## src/rtl/vml_pkg.sv

```systemverilog
`timescale 1ns / 1ps
package vml_pkg;

   localparam int MAX_COMPONENTS = 4;
   localparam int COMP_W         = 32;
   localparam int SQRT_STEPS     = 32;
   localparam int QUO_W          = 34;
   localparam int LANE_LAT       = 2 + QUO_W;
   localparam int FRONT_LAT      = 4;
   localparam int VLD_N          = FRONT_LAT + SQRT_STEPS + LANE_LAT;

   typedef struct packed {
      logic                                op;
      logic [COMP_W-1:0]                   tgt;
      logic [MAX_COMPONENTS-1:0][COMP_W-1:0] comp;
      logic [2:0]                          n;
      logic                                carry;
   } pay_type;

   typedef struct packed {
      pay_type     base;
      logic [32:0] len;
      logic        scale;
   } post_type;

   function automatic logic [COMP_W-1:0] mag32(input logic [COMP_W-1:0] v);
      mag32 = v[COMP_W-1] ? (~v + 32'd1) : v;
   endfunction

endpackage

```

## src/rtl/vml_sqrt.sv

```systemverilog
`timescale 1ns / 1ps
module vml_sqrt (
   input  logic        clock,
   input  logic        adv,
   input  logic [63:0] rad,
   output logic [31:0] root
);

   logic [34:0] rem_ff  [vml_pkg::SQRT_STEPS];
   logic [31:0] root_ff [vml_pkg::SQRT_STEPS];
   logic [63:0] rad_ff  [vml_pkg::SQRT_STEPS];

   for (genvar k = 0; k < vml_pkg::SQRT_STEPS; k++) begin : g_step
      logic [34:0] rem_prev, rem_sh, trial, rem_in;
      logic [31:0] root_prev, root_in;
      logic [63:0] rad_prev;

      if (k == 0) begin : g_first
         assign rem_prev  = '0;
         assign root_prev = '0;
         assign rad_prev  = rad;
      end else begin : g_next
         assign rem_prev  = rem_ff[k-1];
         assign root_prev = root_ff[k-1];
         assign rad_prev  = rad_ff[k-1];
      end

      // bring down two radicand bits, try root*4+1
      always_comb begin
         rem_sh = {rem_prev[32:0], rad_prev[63:62]};
         trial  = {1'b0, root_prev, 2'b01};
         if (rem_sh >= trial) begin
            rem_in  = rem_sh - trial;
            root_in = {root_prev[30:0], 1'b1};
         end else begin
            rem_in  = rem_sh;
            root_in = {root_prev[30:0], 1'b0};
         end
      end

      always_ff @(posedge clock) begin
         if (adv) begin
            rem_ff[k]  <= rem_in;
            root_ff[k] <= root_in;
            rad_ff[k]  <= {rad_prev[61:0], 2'b00};
         end
      end
   end

   assign root = root_ff[vml_pkg::SQRT_STEPS-1];

endmodule

```

## config.mk

```make
export PLATFORM = sky130hd
export DESIGN_NAME = vml_sqrt
export DESIGN_NICKNAME = d
export VERILOG_FILES = /design/src/rtl/vml_pkg.sv /design/src/rtl/vml_sqrt.sv
export SDC_FILE = /design/constraint.sdc
export NUM_CORES = 2
export LEC_CHECK = 0
export BUFFER_PORTS_ARGS = -buffer_cell sky130_fd_sc_hd__buf_2
export CAP_MARGIN = 20
export CORE_UTILIZATION = 30
export DETAILED_ROUTE_END_ITERATION = 7
export PLACE_DENSITY_LB_ADDON = 0.1
export SKIP_LAST_GASP = 1
export SLEW_MARGIN = 20
export SYNTH_ARGS = -nofsm -noshare
export SYNTH_HDL_FRONTEND = slang
export SYNTH_MEMORY_MAX_BITS = 65536
export SYNTH_SLANG_ARGS = --single-unit
export TNS_END_PERCENT = 50
```

## constraint.sdc

```tcl
create_clock -name clock -period 9.8 [get_ports clock]
set_clock_uncertainty 0.15 [all_clocks]
set_input_delay 1.96 -clock clock [delete_from_list [all_inputs] [get_ports clock]]
set_output_delay 1.96 -clock clock [all_outputs]
set_load 0.01 [all_outputs]
```

Word-level counts from Yosys, hierarchy flattened

Memory sizes are Yosys's and may differ from the RTL's.
Index checks and enable logic that the tools add are counted.

Add/subtract/negate cells: 32
$lt $le $gt $ge: 32
Multiplexer cells: 66

Operator list:

| operator            | number |
|---|---|
| $mux 35             | 32 |
| $ge 35x34->1        | 31 |
| $sub 35x34->35      | 31 |
| $mux 1              | 34 |
| $sub 2x1->3 const B | 1 |
| $ge 2x1->1 const B  | 1 |

Flip-flop bits (word level): 0
Bits in writable memories: 4128
Output and inout bits: 32
Memories: 3

Memories:

| memory  | depth | width | rd ports | clocked after Yosys merged registers in | wr ports | line           | source |
|---|---|---|---|---|---|---|---|
| rad_ff  | 32    | 62    | 31       | 0                                       | 32       | vml_sqrt.sv:11 | `logic [63:0] rad_ff [vml_pkg::SQRT_STEPS];` |
| rem_ff  | 32    | 35    | 31       | 0                                       | 32       | vml_sqrt.sv:9  | `logic [34:0] rem_ff [vml_pkg::SQRT_STEPS];` |
| root_ff | 32    | 32    | 32       | 0                                       | 32       | vml_sqrt.sv:10 | `logic [31:0] root_ff [vml_pkg::SQRT_STEPS];` |

Logic depth before layout (Yosys ltp)

An unclocked memory read counts as a cell.

Word-level depth: 3
Gate-level depth with buffers: 14
Depth with buffers taken out: 12

Worst setup path before layout

No wires, ideal clock.

Kind: reg2reg
Start point: memory rem_ff[21][1] (netlist: rem_ff[1][176])
End point: memory rem_ff[22][4] (netlist: rem_ff[1][214]), data pin
Arrival time: 3.421 ns
Data required time: 9.390 ns
Slack: 5.969 ns
Stages on the path, launching flop included: 11
Cell sequence: edfxtp_1 ha_1 or3_1 o221ai_1 a21oi_1 or3b_2 a211o_1 and3_1 nor3_1 clkbuf_1 mux2_2

RTL lines:

| element     | line |
|---|---|
| from (decl) | vml_sqrt.sv:9 |

==> flow_metrics.env <==
export IMPL_crit_chain="ha_1 -> a211oi_1 -> o211ai_1 -> a22oi_1 -> o32ai_1 -> a221oi_1 -> o22ai_1 -> a211oi_4 -> buf_4 -> inv_1 -> mux2_2"
export IMPL_cp_slowest_stage_delay_ns=0.52
export IMPL_dp_hpwl_um=194000
export IMPL_ys_ff_latch=2494
export IMPL_clock_sinks=2494
export IMPL_chipWidth_um=625
export IMPL_rrSetupSlack_ns=5.17
export IMPL_arrival_ns=5.12
export IMPL_routed_via_count=69700
export IMPL_cts_resized_gates=0
export IMPL_synth_area_leaders="edfxtp_1, ha_1, xor2_1"
export IMPL_synth_top_area_share_pct=64.3
export IMPL_wl_met3_um=10300
export IMPL_p_switching_mw=9.20
export IMPL_p_seq_share_pct=45.5
export IMPL_syn_mean_instance_area_sq_um=12.9
export IMPL_worst_slew_pin_slew_ns=1.16
export IMPL_drv_slew=0
export IMPL_ys_seq_area_share_pct=64.3
export IMPL_cts_hold_buf=0
export IMPL_fillers=37800
export IMPL_antenna_found_initial=6
export IMPL_clkTransAtPathRegs_ns=0.06
export IMPL_crit_required_ns=10.28
export IMPL_grt_pass1_wl_um=416000
export IMPL_drv_cap=0
export IMPL_area_delta_synth_final_pct=14.4
export IMPL_wl_per_cell_um=18.3
export IMPL_highest_layer="met4"
export IMPL_drive_above_1_share_pct=7.59
export IMPL_r2r_cells=11
export IMPL_wl_um=270000
export IMPL_place_gp_congestion=0.845
export IMPL_layout_min_cycle_time_ns=4.63
export IMPL_worstSetupStartpointType="flop"
export IMPL_drc=0
export IMPL_clk_latency_ns=0.91
export IMPL_row_count=228
export IMPL_fin_ws_ns=5.17
export IMPL_synth_common_cells="edfxtp_1, inv_1, nand2_1"
export IMPL_crit_path_end_kind="flop"
export IMPL_initial_core_util_pct=30.2
export IMPL_dieArea_sq_um=391000
export IMPL_post_place_ws_ns=5.13
export IMPL_htree_levels=5
export IMPL_drt_pass1_iterations=6
export IMPL_synth_edf_count=2494
export IMPL_p_clk_share_pct=34.5
export IMPL_path_class="flop to flop"
export IMPL_grt_pass1_vias=69700
export IMPL_gr_total_overflow=0
export IMPL_period_share_pct=47.3
export IMPL_fin_util_pct=34.5
export IMPL_wl_met2_um=132000
export IMPL_ys_types=92
export IMPL_p_comb_share_pct=19.9
export IMPL_cts_root_buf="clkbuf_16"
export IMPL_die_h_um=625
export IMPL_finalSetupTns_ns=0
export IMPL_fmax_mhz=216
export IMPL_min_path_type="flop to flop"
export IMPL_placed_area_sq_um=124000
export IMPL_setup_worst_path_end="rem_ff[1][516]"
export IMPL_rr_startpoint="rem_ff[1][459]"
export IMPL_setup_viol=0
export IMPL_core_area_sq_um=386000
export IMPL_cts_inserted_buffers=303
export IMPL_crit_slowest_cell="a221oi_1"
export IMPL_place_inst=14200
export IMPL_netlist_area_sq_um=117000
export IMPL_post_synth_top_count_cell="edfxtp_1"
export IMPL_slew_headroom_pct=21.8
export IMPL_drtAntennaViolNets=0
export IMPL_cts_tree="done"
export IMPL_async_reset_ff_share_pct=0
export IMPL_cellPowerDensity_nw_per_um2=238
export IMPL_syn_instance_count=9064
export IMPL_cts_buffer_depth=4
export IMPL_crit_fanout=56
export IMPL_nets=9966
export IMPL_postCtsSetupBuffers=0
export IMPL_critPathLaunch="rem_ff[1][459]"
export IMPL_io_pins=98
export IMPL_synth_top_area_cell="edfxtp_1"
export IMPL_ys_warn_count=0
export IMPL_grt_use_total_pct=13.5
export IMPL_r2r_end="rem_ff[1][516]"
export IMPL_rsz0062_at_grt="no"
export IMPL_layout_cells_non_filler=14800
export IMPL_status="completed"
export IMPL_leakage_nw=49.7
export IMPL_drt_vias_per_instance=4.72
export IMPL_grt_max_degree=170
export IMPL_ys_flop_type="edfxtp_1"
export IMPL_fin_area_sq_um=133000
export IMPL_syn_nets=9691
export IMPL_sw_frac_of_total_pct=29.0
export IMPL_vdd_drop_max_mv=0.139
export IMPL_drtIter0Drc=5140
export IMPL_met1_length_um=120000
export IMPL_io_buffers=97
export IMPL_p_int_mw=22.6
export IMPL_hold_viol=0
## logic make-up (layout without fill, tap and decap cells)
| kind of cell | count (synthesis) | after routing | synth area share [%] |
|---|---|---|---|
| buf+inv | 914 | 1425 | 2.95 |
| other cells | 1 | 5 | 0.00322 |
| simple gates | 2334 | 2334 | 9.98 |
| fa+ha+maj | 561 | 561 | 6.02 |
| compound gates | 1880 | 1880 | 10.0 |
| xor+xnor | 801 | 801 | 6.02 |
| mux | 79 | 79 | 0.748 |
| flops | 2494 | 2494 | 64.3 |
## layout by cell type (no fill, tap or decap), types with 101 or more instances in the layout
cell type / n
inv_1: 727
ha_1: 561
nor3_1: 213
a21oi_1: 531
nand3_1: 132
o21a_1: 101
xor2_1: 413
a21o_1: 223
nand2b_1: 113
clkbuf_16: 309
nor2_1: 523
edfxtp_1: 2494
o21ai_0: 542
nand2_1: 645
nor4_1: 128
xnor2_1: 388
## registers in the layout (all words and copies together), names as in the netlist
name	cells
rem_ff	974
rad_ff	992
root_ff	528
## how the worst min path moves through the flow
stage,startpoint,endpoint,slack (ns),cells past startpoint
2_1_floorplan,rad_ff[0][36],rad_ff[0][100],0.25,0
3_3_place_gp,rad_ff[0][614],rad_ff[0][678],0.25,0
3_5_place_dp,rad_ff[0][54],rad_ff[0][118],0.25,0
4_1_cts,rad_ff[0][678],rad_ff[0][742],0.24,0
5_1_grt,rad_ff[0][257],rad_ff[0][321],0.25,0
6_report,rad_ff[0][678],rad_ff[0][742],0.25,0
## critical path, delay by kind of cell (launching register included)
kind	cells	cell delay, ns
DFF	1	0.46
buffers and inverters	2	0.62
adders and majority gates	1	0.40
muxes	1	0.29
AOI/OAI and AO/OA	7	2.41
## area by class of cell
cell class | instances | area (sq um) | area share (%)
antenna | 4 | 10.0 | 0.00751
tap | 5175 | 6470 | 4.86
clock inverter | 167 | 1700 | 1.27
inverter | 730 | 2740 | 2.06
multi-input combinational | 5656 | 38300 | 28.8
timing repair buffer | 154 | 1140 | 0.856
sequential | 2494 | 74900 | 56.2
clock buffer | 374 | 7980 | 5.99
## metal layers
| metal | global-route usage (%) | up-vias |
|---|---|---|
| met5 | 0 | - |
| met4 | 3.93 | 0 |
| met3 | 1.80 | 420 |
| met2 | 23.4 | 1256 |
| met1 | 17.6 | 33900 |
| li1 | - | 34200 |
## metrics by stage
stage	hold WS (ns)	power (mW)
global placement	0.250	21.0
detailed placement	0.255	21.0
CTS	0.245	32.4
finish	0.249	31.8
floorplan	0.250	18.8
global route	0.253	33.6
## power groups by stage
| stage | logic, mW | clock network (mW) | registers [mW] |
|---|---|---|---|
| 2_1_floorplan | 4.61 | 0 | 14.2 |
| 3_3_place_gp | 6.29 | 0 | 14.7 |
| 3_5_place_dp | 6.32 | 0 | 14.7 |
| 4_1_cts | 6.36 | 11.5 | 14.5 |
| 5_1_grt | 7.09 | 11.8 | 14.6 |
| 6_report | 6.33 | 11.0 | 14.5 |
Note: power is estimated with default switching activity, not from simulation.
